**src/rtl/core/sfa_pkg.sv**
```systemverilog
// Shared types and constants of the spring force accumulator.
// Field layout of the stream beats, command codes, queue entry and engine states.
// No dependencies.
package sfa_pkg;

  localparam int IDX_W     = 10;
  localparam int COORD_W   = 32;
  localparam int GRP_W     = 16;
  localparam int LEN_W     = 31;
  localparam int DAMP_W    = 17;
  localparam int FORCE_W   = 48;

  localparam int S_TDATA_W = 216;
  localparam int S_TUSER_W = 2;
  localparam int M_TDATA_W = 160;

  localparam int IDXA_LSB  = 0;
  localparam int IDXB_LSB  = 10;
  localparam int X_LSB     = 20;
  localparam int Y_LSB     = 52;
  localparam int Z_LSB     = 84;
  localparam int GRP_LSB   = 116;
  localparam int REST_LSB  = 132;
  localparam int STIFF_LSB = 163;
  localparam int DAMP_LSB  = 194;

  localparam logic [DAMP_W-1:0] ONE_Q = 17'h10000;

  localparam int QUEUE_DEPTH = 2;

  typedef enum logic [1:0] {
    CMD_LOAD_POS   = 2'd0,
    CMD_LOAD_VEL   = 2'd1,
    CMD_SPRING     = 2'd2,
    CMD_READ_FORCE = 2'd3
  } cmd_t;

  typedef struct packed {
    cmd_t                      cmd;
    logic [IDX_W-1:0]          idx_a;
    logic [IDX_W-1:0]          idx_b;
    logic [COORD_W-1:0]        x;
    logic [COORD_W-1:0]        y;
    logic [COORD_W-1:0]        z;
    logic [GRP_W-1:0]          group;
    logic [LEN_W-1:0]          rest;
    logic [LEN_W-1:0]          stiff;
    logic [DAMP_W-1:0]         undamp;
  } item_t;

  typedef struct packed {
    logic  valid;
    item_t item;
  } qslot_t;

  typedef enum logic [4:0] {
    ST_CLEAR,
    ST_IDLE,
    ST_RD_OUT,
    ST_SP_RDB,
    ST_SP_DIFF,
    ST_SQ_MUL,
    ST_SQ_ADD,
    ST_SQRT,
    ST_DIR_DIV,
    ST_STRAIN_DIV,
    ST_T1_MUL,
    ST_T1_USE,
    ST_RV_MUL,
    ST_RV_ADD,
    ST_T2_MUL,
    ST_T2_USE,
    ST_F_MUL_HI,
    ST_F_MUL_LO,
    ST_F_USE,
    ST_ACC_RDA,
    ST_ACC_WRA,
    ST_ACC_WRB
  } state_t;

endpackage

```
**src/rtl/core/sfa_front.sv**
```systemverilog
// Front end: accepts input beats, unpacks and classifies them, reduces body indices
// and clamps damping, then pushes one entry into the command queue. Uses sfa_pkg.
module sfa_front #(
  parameter int BODY_COUNT = 1024
) (
  input  logic                         s_tvalid,
  output logic                         s_tready,
  input  logic [sfa_pkg::S_TDATA_W-1:0] s_tdata,
  input  logic [sfa_pkg::S_TUSER_W-1:0] s_tuser,
  input  logic                         q_full,
  input  logic                         clearing,
  output sfa_pkg::qslot_t              push
);
  import sfa_pkg::*;

  function automatic logic [IDX_W-1:0] reduce_idx(input logic [IDX_W-1:0] v);
    logic [IDX_W-1:0] r;
    r = v;
    for (int k = IDX_W - 1; k >= 0; k--) begin
      if ((BODY_COUNT << k) < (1 << IDX_W)) begin
        if (r >= IDX_W'(BODY_COUNT << k)) begin
          r = r - IDX_W'(BODY_COUNT << k);
        end
      end
    end
    return r;
  endfunction

  logic [DAMP_W-1:0] damp;

  assign s_tready = !q_full && !clearing;
  assign damp     = s_tdata[DAMP_LSB +: DAMP_W];

  always_comb begin
    push.valid       = s_tvalid && s_tready;
    push.item.cmd    = cmd_t'(s_tuser);
    push.item.idx_a  = reduce_idx(s_tdata[IDXA_LSB +: IDX_W]);
    push.item.idx_b  = reduce_idx(s_tdata[IDXB_LSB +: IDX_W]);
    push.item.x      = s_tdata[X_LSB +: COORD_W];
    push.item.y      = s_tdata[Y_LSB +: COORD_W];
    push.item.z      = s_tdata[Z_LSB +: COORD_W];
    push.item.group  = s_tdata[GRP_LSB +: GRP_W];
    push.item.rest   = s_tdata[REST_LSB +: LEN_W];
    push.item.stiff  = s_tdata[STIFF_LSB +: LEN_W];
    push.item.undamp = (damp > ONE_Q) ? '0 : ONE_Q - damp;
  end

endmodule

```
**config.mk**
```make
export PLATFORM = sky130hd
export DESIGN_NAME = sfa_front
export DESIGN_NICKNAME = d
export VERILOG_FILES = /design/src/rtl/core/sfa_pkg.sv /design/src/rtl/core/sfa_front.sv
export SDC_FILE = /design/constraint.sdc
export NUM_CORES = 1
export LEC_CHECK = 0
export ABC_AREA = 0
export BUFFER_PORTS_ARGS = -buffer_cell sky130_fd_sc_hd__buf_2
export CORE_AREA = 4 4 169 171
export DETAILED_ROUTE_END_ITERATION = 16
export DIE_AREA = 0 0 173 175
export PLACE_DENSITY_LB_ADDON = 0.15
export SLEW_MARGIN = 10
export SYNTH_ARGS = -nofsm -noshare
export SYNTH_HDL_FRONTEND = slang
export SYNTH_SLANG_ARGS = --single-unit
export TNS_END_PERCENT = 30
```
**constraint.sdc**
```tcl
create_clock -name vclk -period 3.6
set_input_delay 0.54 -clock vclk [all_inputs]
set_output_delay 0.54 -clock vclk [all_outputs]
set_load 0.01 [all_outputs]
```
# == Yosys cells after proc, flatten, opt, wreduce, memory -nomap -nowiden ==
# Cells that the tools add are included.
# word_totals
regBits,0
input_bits,221
out_inout_bits,215
wordCells,7
# op_classes
n_addsub,1
n_lt_le_gt_ge,1
muxes,1
n_reduce_logical,4
# ops
op,n
"greater-than comparator 17 bit, second input constant",1
two-way mux 17 bit,1
"subtractor 17 bit, first input constant",1
logical AND 1 bit,2
logical NOT 1 bit,2

# == Longest topological paths before layout ==
# depth
depth_word,3
depth_mapped,6
depth_no_buf,6

# == Worst setup path before layout ==
# No wires, ideal clock.
# synth_path
path_type,input to output
startpoint,input s_tdata[194] (netlist bit)
endpoint,output push[14] (netlist bit)
arrival_ns,1.807
t_required_ns,3.060
path_slack_ns,1.253
path_stages,6
cell_sequence,inv_1 -> ha_1 -> nor3b_2 -> nand3_1 -> o31a_1 -> nor3_1
# synth_lines
element,line_no,source
start: declaration,sfa_front.sv:8,"input logic [sfa_pkg::S_TDATA_W-1:0] s_tdata,"
end: declaration,sfa_front.sv:12,output sfa_pkg::qslot_t push

==> results.yml <==
run_status:
  status: "complete, no violations"
die:
  rows: 60
  die_x_um: 173
  initial_utilization_pct: 7.025
  die_h_um: 175
  fp.dieArea_um2: 30280
  ioPinCount: 436
  coreArea_um2: 26880
logic_synthesis:
  muxShareOfSynthArea_pct: 0
  synth_top_family_by_area: "buffers and inverters"
  synthAdderAreaFrac_pct: 0.6627
  synth_xor_area_share_pct: 4.639
  synth_area_per_cell_um2: 7.234
  syn_area_um2: 1888
  synth-compound-area-share_pct: 3.247
  synth-simple-area-share_pct: 12.33
  ys_seq_area_share_pct: 0
  synthesis.instances: 261
  synth_warnings: 0
  syn-num-nets: 483
  synth.distinct_cells: 27
global_route:
  antenna_found_initial: 0
  grt_pass1_vias: 905
  grt_max_degree: 11
  use_met2_pct: 5.463
  grt_pass1_wl_um: 6831
  track_usage_pct: 2.970
  grt_overflow_total: 0
  grt.busiest_layer: "met2"
  grt.met3_usage_pct: 2.055
  met1_usage_pct: 1.895
placed_design:
  gp_congestion: 0.6452
  dp.final_hpwl_um: 4631
  portBuffers: 39
  dp_slack_ns: 0.8207
route:
  ant_nets: 0
  detailedRoute.firstIterationViolations: 9
  routed_via_density: 2.009
  drt-wirelength-per-cell_um: 11.64
  drt-total-wl_um: 5180
  drc: 0
  vias: 894
  first_pass_iters: 2
power_and_ir_drop:
  seqPwrFrac_pct: 0
  switching_share_pct: 57.93
  power.internal_mw: 0.02850
  clock_power_share_pct: 0
  power.share.combinational_pct: 100.0
  p_sw_mw: 0.03924
  power_leakage_nw: 0.3128
  p_total_mw: 0.06774
  peakVddDrop_v: 0.000006946
  p_per_area_nw_per_um2: 65.47
run:
  maxCapViolCount: 0
sta:
  worst_pin_slew_ns: 0.6132
  setup_viol: 0
  setup_tns_ns: 0
  max_freq_ghz: 0.3660
  period_needed_ns: 2.732
  slew_viol_final: 0
  relSlewSlack_pct: 58.94
  layout_setup_ws_ns: 0.8681
  min_period_over_period_pct: 75.89
  hold_viol_final: 0
  rsz0062_at_grt: "no"
final_layout:
  seqCellArea_um2: 0
  num_antenna_cells: 0
  final_nets: 328
  finish.utilization_pct: 3.850
  clkbuf_count: 0
  n_sequential_cell: 0
  drive_above_1_share_pct: 43.27
  area_growth_pct: -45.20
worst_setup_path:
  required_ns: 3.06
  arrival_ns: 2.19
  worstPathMaxFanout: 8
  cp-start-kind: "input port"
  critPathCaptureType: "primary output"
  critical_path_class: "input port to primary output"
min_path:
  hold_path_class: "input port to primary output"
cts:
  hold_buffers: 0
  cts_setup_buffers: 0
  cts_resized: 0
-- per-layer routing --
metal | part of all wire [%] | up-vias | wire length [um]
met2 | 49 | 143 | 2557
met3 | 19 | 72 | 993
met1 | 22 | 367 | 1134
met4 | 9.5 | 0 | 494
met5 | 0 | - | 0
li1 | - | 312 | -
-- cells in the mapped netlist --
master,count,area share (%)
nor3b_1,1,0.40
nand2b_1,1,0.33
inv_1,3,0.60
xnor2_1,7,3.2
o21a_1,1,0.40
o31a_1,2,0.93
nor2_1,18,3.6
nor4_2,1,0.66
nand3_1,3,0.79
ha_1,1,0.66
and2_1,1,0.33
nor4_1,2,0.66
nand4_1,3,0.99
o211a_1,1,0.53
xor2_1,3,1.4
or4_4,1,0.60
o41ai_2,1,0.86
nor3_2,1,0.53
o21ai_0,1,0.26
nor2b_1,1,0.33
nand4b_1,1,0.46
nor3b_2,1,0.66
buf_4,196,78
nor3_1,6,1.6
buf_6,1,0.60
a21oi_1,1,0.26
nand2_1,2,0.40
-- power groups by stage --
stage	clock network [mW]	registers, mW	logic (mW)
4_1_cts	0	0	0.0704
6_report	0	0	0.0677
2_1_floorplan	0	0	0.255
3_3_place_gp	0	0	0.0705
3_5_place_dp	0	0	0.0700
5_1_grt	0	0	0.0766
-- cells by family after synthesis --
logic type | count (synthesis)
buffers and inverters | 200
AO/OA/AOI/OAI | 7
AND/OR/NAND/NOR | 43
XOR/XNOR | 10
adder cells (fa/ha/maj) | 1
-- cell type report --
| class | instances | area (um2) |
|---|---|---|
| fillers | 3221 | 25840 |
| well taps | 341 | 426.7 |
| inverters | 3 | 11.26 |
| repair buffers | 40 | 202.7 |
| multi-input cells | 61 | 394.1 |
-- per-stage QoR --
step / area, um2 / cells / hold WS [ns]
finish: 1035 / 445 / 1.080
global route: 1035 / 445 / 1.080
CTS: 1035 / 445 / 1.080
detailed placement: 1035 / 445 / 1.080
global placement: 1035 / 445 / 1.080
floorplan: 1888 / 261 / 1.123
-- layout by cell type, fill, tap and decap left out --
cell type / count
a21oi_1: 1
and2_1: 1
buf_2: 39
buf_4: 1
ha_1: 1
inv_1: 3
nand2_1: 2
nand2b_1: 1
nand3_1: 3
nand4_1: 3
nand4b_1: 1
nor2_1: 18
nor2b_1: 1
nor3_1: 6
nor3_2: 1
nor3b_1: 1
nor3b_2: 1
nor4_1: 2
nor4_2: 1
o211a_1: 1
o21a_1: 1
o21ai_0: 1
o31a_1: 2
o41ai_2: 1
or4_4: 1
xnor2_1: 7
xor2_1: 3
-- final timing paths --
check         start         to  slack [ns]  cells after the start
max    s_tdata[194]   push[14]        0.87                      8
min     s_tdata[55]  push[130]        1.08                      0
-- worst max-delay path, cell delays in order --
cell,delay (ns)
buf_2,0.13
inv_1,0.07
ha_1,0.17
nor3b_2,0.53
nand3_1,0.17
o31a_1,0.27
nor3_1,0.15
buf_2,0.16
Note: power is estimated with default switching activity, not from simulation.
