**config.mk**
```make
export PLATFORM = sky130hd
export DESIGN_NAME = sfa_queue
export DESIGN_NICKNAME = d
export VERILOG_FILES = /design/src/rtl/core/sfa_pkg.sv /design/src/rtl/core/sfa_queue.sv
export SDC_FILE = /design/constraint.sdc
export NUM_CORES = 1
export LEC_CHECK = 0
export BUFFER_PORTS_ARGS = -buffer_cell sky130_fd_sc_hd__buf_2
export CORE_MARGIN = 2
export CORE_UTILIZATION = 55
export DETAILED_ROUTE_END_ITERATION = 12
export PLACE_DENSITY = 0.83
export SYNTH_ARGS = -nofsm -noshare
export SYNTH_HDL_FRONTEND = slang
export SYNTH_SLANG_ARGS = --single-unit
```
**constraint.sdc**
```tcl
create_clock -name clk -period 16.1 [get_ports clk]
set_input_delay 1.61 -clock clk [delete_from_list [all_inputs] [get_ports clk]]
set_output_delay 1.61 -clock clk [all_outputs]
set_load 0.01 [all_outputs]
```
**src/rtl/core/sfa_pkg.sv**
```systemverilog
// Shared types and constants of the spring force accumulator.
// Field layout of the stream beats, command codes, queue entry and engine states.
// No dependencies.
package sfa_pkg;

  localparam int IDX_W     = 10;
  localparam int COORD_W   = 32;
  localparam int GRP_W     = 16;
  localparam int LEN_W     = 31;
  localparam int DAMP_W    = 17;
  localparam int FORCE_W   = 48;

  localparam int S_TDATA_W = 216;
  localparam int S_TUSER_W = 2;
  localparam int M_TDATA_W = 160;

  localparam int IDXA_LSB  = 0;
  localparam int IDXB_LSB  = 10;
  localparam int X_LSB     = 20;
  localparam int Y_LSB     = 52;
  localparam int Z_LSB     = 84;
  localparam int GRP_LSB   = 116;
  localparam int REST_LSB  = 132;
  localparam int STIFF_LSB = 163;
  localparam int DAMP_LSB  = 194;

  localparam logic [DAMP_W-1:0] ONE_Q = 17'h10000;

  localparam int QUEUE_DEPTH = 2;

  typedef enum logic [1:0] {
    CMD_LOAD_POS   = 2'd0,
    CMD_LOAD_VEL   = 2'd1,
    CMD_SPRING     = 2'd2,
    CMD_READ_FORCE = 2'd3
  } cmd_t;

  typedef struct packed {
    cmd_t                      cmd;
    logic [IDX_W-1:0]          idx_a;
    logic [IDX_W-1:0]          idx_b;
    logic [COORD_W-1:0]        x;
    logic [COORD_W-1:0]        y;
    logic [COORD_W-1:0]        z;
    logic [GRP_W-1:0]          group;
    logic [LEN_W-1:0]          rest;
    logic [LEN_W-1:0]          stiff;
    logic [DAMP_W-1:0]         undamp;
  } item_t;

  typedef struct packed {
    logic  valid;
    item_t item;
  } qslot_t;

  typedef enum logic [4:0] {
    ST_CLEAR,
    ST_IDLE,
    ST_RD_OUT,
    ST_SP_RDB,
    ST_SP_DIFF,
    ST_SQ_MUL,
    ST_SQ_ADD,
    ST_SQRT,
    ST_DIR_DIV,
    ST_STRAIN_DIV,
    ST_T1_MUL,
    ST_T1_USE,
    ST_RV_MUL,
    ST_RV_ADD,
    ST_T2_MUL,
    ST_T2_USE,
    ST_F_MUL_HI,
    ST_F_MUL_LO,
    ST_F_USE,
    ST_ACC_RDA,
    ST_ACC_WRA,
    ST_ACC_WRB
  } state_t;

endpackage

```
**src/rtl/core/sfa_queue.sv**
```systemverilog
// Short command queue between front end and engine.
// Uses sfa_pkg for the entry type and depth.
module sfa_queue (
  input  logic            clk,
  input  logic            rst,
  input  sfa_pkg::qslot_t push,
  output logic            full,
  output sfa_pkg::qslot_t head,
  input  logic            pop
);
  import sfa_pkg::*;

  localparam int PW = (QUEUE_DEPTH > 1) ? $clog2(QUEUE_DEPTH) : 1;

  item_t         slots [QUEUE_DEPTH];
  logic [PW-1:0] wr_ptr;
  logic [PW-1:0] rd_ptr;
  logic [PW:0]   count;
  logic          do_push;
  logic          do_pop;

  assign full       = (count == (PW+1)'(QUEUE_DEPTH));
  assign head.valid = (count != '0);
  assign head.item  = slots[rd_ptr];
  assign do_push    = push.valid && !full;
  assign do_pop     = pop && head.valid;

  always_ff @(posedge clk) begin
    if (do_push) begin
      slots[wr_ptr] <= push.item;
    end
  end

  always_ff @(posedge clk) begin
    if (rst) begin
      wr_ptr <= '0;
      rd_ptr <= '0;
      count  <= '0;
    end else begin
      if (do_push) begin
        wr_ptr <= (wr_ptr == PW'(QUEUE_DEPTH - 1)) ? '0 : wr_ptr + 1'b1;
      end
      if (do_pop) begin
        rd_ptr <= (rd_ptr == PW'(QUEUE_DEPTH - 1)) ? '0 : rd_ptr + 1'b1;
      end
      if (do_push && !do_pop) begin
        count <= count + 1'b1;
      end else if (!do_push && do_pop) begin
        count <= count - 1'b1;
      end
    end
  end

endmodule

```
* Yosys cells after proc, flatten, opt, wreduce, memory -nomap -nowiden
Memory sizes are Yosys's and may differ from the RTL's. A register that Yosys moved wholly into a read port is not among the register bits.
Index checks and enable logic that the tools add are counted.
** Cells by class
- $add $sub $neg :: 4
- Reduce and logical (&&, ||, !) cells :: 9
- Equality and inequality tests :: 1
- Mux-type cells :: 8
** Operator list (count)
- $mux W1 :: 6
- $logic_and A1 B1 Y1 :: 4
- $mux W2 :: 2
- $reduce_bool A2 Y1 :: 2
- $logic_not A1 Y1 :: 3
- $add A1 B1 Y1 const B :: 2
- $add A2 B1 Y2 const B :: 1
- $eq A2 B2 Y1 const B :: 1
- $sub A2 B1 Y2 const B :: 1
** Word-level totals
- Register bits :: 4
- Word-level logic and storage cells :: 26
- RAM bits :: 426
- Output and inout port bits :: 215
- Memories kept :: 1
- Input port bits :: 217
** Memory list
- slots :: words 2, width 213, read ports 1, clocked after memory_dff 1, wr ports 1, RTL line sfa_queue.sv:15 : item_t slots [QUEUE_DEPTH];

* Longest topological paths before layout
- Depth in word-level cells :: 7
- Gate-level depth with buffers :: 6
- Mapped depth without buffers :: 6

* Least setup slack after synthesis
OpenSTA, ideal clock, no wires.
- Kind :: input to register
- Start :: in push[213] (netlist bit)
- End :: mem slots[1][0] (netlist bit) (enable)
- Required time :: 15.499 ns
- Arrival time :: 6.648 ns
- Setup time :: 0.601 ns
- Cell stages on the path :: 3
- Buffers on the path :: 0
- Slack :: 8.851 ns
- Cell sequence :: inv_1 nor2_1 and2_1
** On the way
- Longest elaborated chain between the ends :: 3
** RTL lines
- start: declaration :: RTL line sfa_queue.sv:6 : input sfa_pkg::qslot_t push,
- $logic_and A1 B1 Y1 :: RTL line sfa_queue.sv:25 : assign do_push = push.valid && !full;
- $mux W1 :: RTL line sfa_queue.sv:29 : if (do_push) begin
- $mux W1 (not written as such) :: RTL line sfa_queue.sv:30 : slots[wr_ptr] <= push.item;
- end: declaration :: RTL line sfa_queue.sv:15
No other way between the ends.

==> flow_metrics.env <==
export IMPL_grt_start_max_net_pins=168
export IMPL_flow_area_growth_from_synthesis_pct=23.0
export IMPL_io_pins=432
export IMPL_detail_route_wirelength_um=32000
export IMPL_commonest_non_fill_non_tap_cells_in_the_layout="431 x buf_2, 426 x edfxtp_1, 170 x mux2_4, 45 x clkbuf_16, 43 x mux2_2"
export IMPL_setup_viol_count_final=0
export IMPL_power_total_mw=3.21
export IMPL_synthesis_yosys_warnings=0
export IMPL_global_route_wire_length_before_repair_um=45700
export IMPL_p_leak_nw=7.80
export IMPL_average_size_of_a_mapped_cell_um2=23.7
export IMPL_initial_utilization=0.554
export IMPL_timing_clock_skew_ns=0.0128
export IMPL_timing_final_crit_share=0.298
export IMPL_critPathRequiredTime_ns=14.49
export IMPL_cts_buffers_inserted=43
export IMPL_setup_worst_path_end_class="output port"
export IMPL_grt_overflow_total=0
export IMPL_postCtsSetupBuffers=0
export IMPL_fin_area_um2=20000
export IMPL_final_core_util=0.682
export IMPL_dpl_cell_area_um2=18800
export IMPL_route_detailed_wl_per_inst_um=20.4
export IMPL_height_of_the_chip_um=176
export IMPL_layout_commonest_cell="buf_2"
export IMPL_layoutNonFillerInstCount=1570
export IMPL_yosysUniqueCellTypes=16
export IMPL_postSynthRegisterBits=431
export IMPL_dr_total_vias=8007
export IMPL_die_area_um2=31000
export IMPL_netlist_area_pre_place_um2=16300
export IMPL_post_cts_resized=0
export IMPL_hold_violations=0
export IMPL_cts_tree="done"
export IMPL_post_synth_inst_count=688
export IMPL_fin_tns_setup_ns=0
export IMPL_cts_num_sinks=431
export IMPL_place_port_buffers=431
export IMPL_mappedNetlistNets=906
export IMPL_cts_htree_levels=2
export IMPL_unrepaired_setup_endpoints_after_global_routing="no"
export IMPL_holdBufCountCts=0
export IMPL_path_class="reg -> out"
export IMPL_yosysSeqAreaShare=0.791
export IMPL_slew_headroom=0.199
export IMPL_cp_arrival_ns=3.19
export IMPL_grt_pass1_vias=8223
export IMPL_power_density_nw_per_um2=160
export IMPL_detailedRoute_firstPassIterationCount=5
export IMPL_drt_vias_per_instance=5.10
export IMPL_std_cell_rows=63
export IMPL_first_iter_violations=517
export IMPL_drv_cap=0
export IMPL_detailedPlacementHpwl_um=21300
export IMPL_critPathMaxFanout=152
export IMPL_place_gp_congestion=0.764
export IMPL_start_kind="flop"
export IMPL_finalMaxSlewViolations=0
export IMPL_measured_slew_at_the_worst_slew_check_pin_ns=1.20
export IMPL_source_to_sink_clock_delay_at_the_later_pin_of_the_worst_skew_pair_ns=0.52
export IMPL_fp_dieW_um=176
export IMPL_post_route_min_period_ns=4.80
export IMPL_grt_total_usage=0.195
export IMPL_max_vdd_ir_drop_v=0.000175
export IMPL_max_freq_mhz=208
export IMPL_cts_root_to_sink_buffers=3
export IMPL_nets=1361
export IMPL_placeableCoreArea_um2=29400
export IMPL_cts_root_buf="clkbuf_16"
export IMPL_cts_reportedPaths_clkPinSlew_ns=0.06
export IMPL_class_of_the_most_critical_hold_timing_path="reg -> reg"
export IMPL_number_of_antenna_violations_at_the_first_check_in_global_routing=10
export IMPL_post_place_cells=1488
export IMPL_drive_gt1_frac=0.603
export IMPL_drt_antenna_violating_nets=0
export IMPL_drcViolationCount=0
export IMPL_outcome="finished, final reports clean"
==> cell usage after synthesis, drive strengths merged <==
cell	count	share of area
buf	24	0.015
edfxtp	426	0.79
or3	2	0.00077
o21ai	3	0.00092
ha	1	0.00077
or2	1	0.00038
inv	2	0.00046
xor2	3	0.0016
nor2b	1	0.00038
and2	1	0.00038
a21oi	2	0.00061
mux2	213	0.19
dfxtp	5	0.0061
nor2	4	0.00092
==> final timing paths <==
check            from      endpoint  slack (ns)  cells past startpoint
max              flop     head[197]       11.30                      3
min            wr_ptr        wr_ptr        0.50                      2
max reg2reg  count[0]  slots[0][81]       13.12                      4
min reg2reg    wr_ptr        wr_ptr        0.50                      2
==> metrics by stage <==
stage	hold slack (ns)	setup slack [ns]
6_report	0.497	11.30
3_3_place_gp	0.475	11.78
5_1_grt	0.532	11.16
3_5_place_dp	0.482	11.78
4_1_cts	0.492	11.25
2_1_floorplan	0.452	8.85
==> registers in the layout, indices dropped and copies added, names as in the netlist, named ones only <==
| signal | flops |
|---|---|
| count | 2 |
| wr_ptr | 1 |
| rd_ptr | 1 |
| slots | 426 |
==> report_power, final <==
group          switching, mW  total (mW)  internal, mW
clock                  0.381       0.902         0.521
sequential            0.0666        1.48          1.41
combinational          0.402       0.824         0.423
==> cells by family (layout without fill, tap and decap cells) <==
logic type | count (synthesis) | count (layout) | share of synthesized area
AND/OR/NAND/NOR | 9 | 9 | 0.00284
AO/OA/AOI/OAI | 5 | 5 | 0.00154
adder cells (fa/ha/maj) | 1 | 1 | 0.000768
buffers and inverters | 26 | 509 | 0.0155
multiplexers | 213 | 213 | 0.186
flip-flops | 431 | 431 | 0.791
XOR/XNOR | 3 | 3 | 0.00161
other | 0 | 9 | 0
==> final cells by class <==
class,instances,area (um^2)
multi-input cells,231,3150
repair buffers,434,2200
clock inverters,21,119
well taps,390,488
fillers,1930,9360
flip-flops and latches,431,12900
diodes,9,22.5
inverters,2,15.0
clock buffers,52,1150
==> worst max-delay path: stages, from the launching register on <==
cell and delay (ns):
dfxtp_4 1.09, buf_12 0.74, mux2_2 0.43, buf_2 0.14
==> metal layers <==
layer  vias up  global-route usage  wire length, um
li1       3666                   -                -
met1      3951               0.221            11500
met2       314               0.348            17100
met3        72              0.0523             2280
met4         4              0.0833             1140
met5         -                   0               27
(Power assumes the default switching activity.)
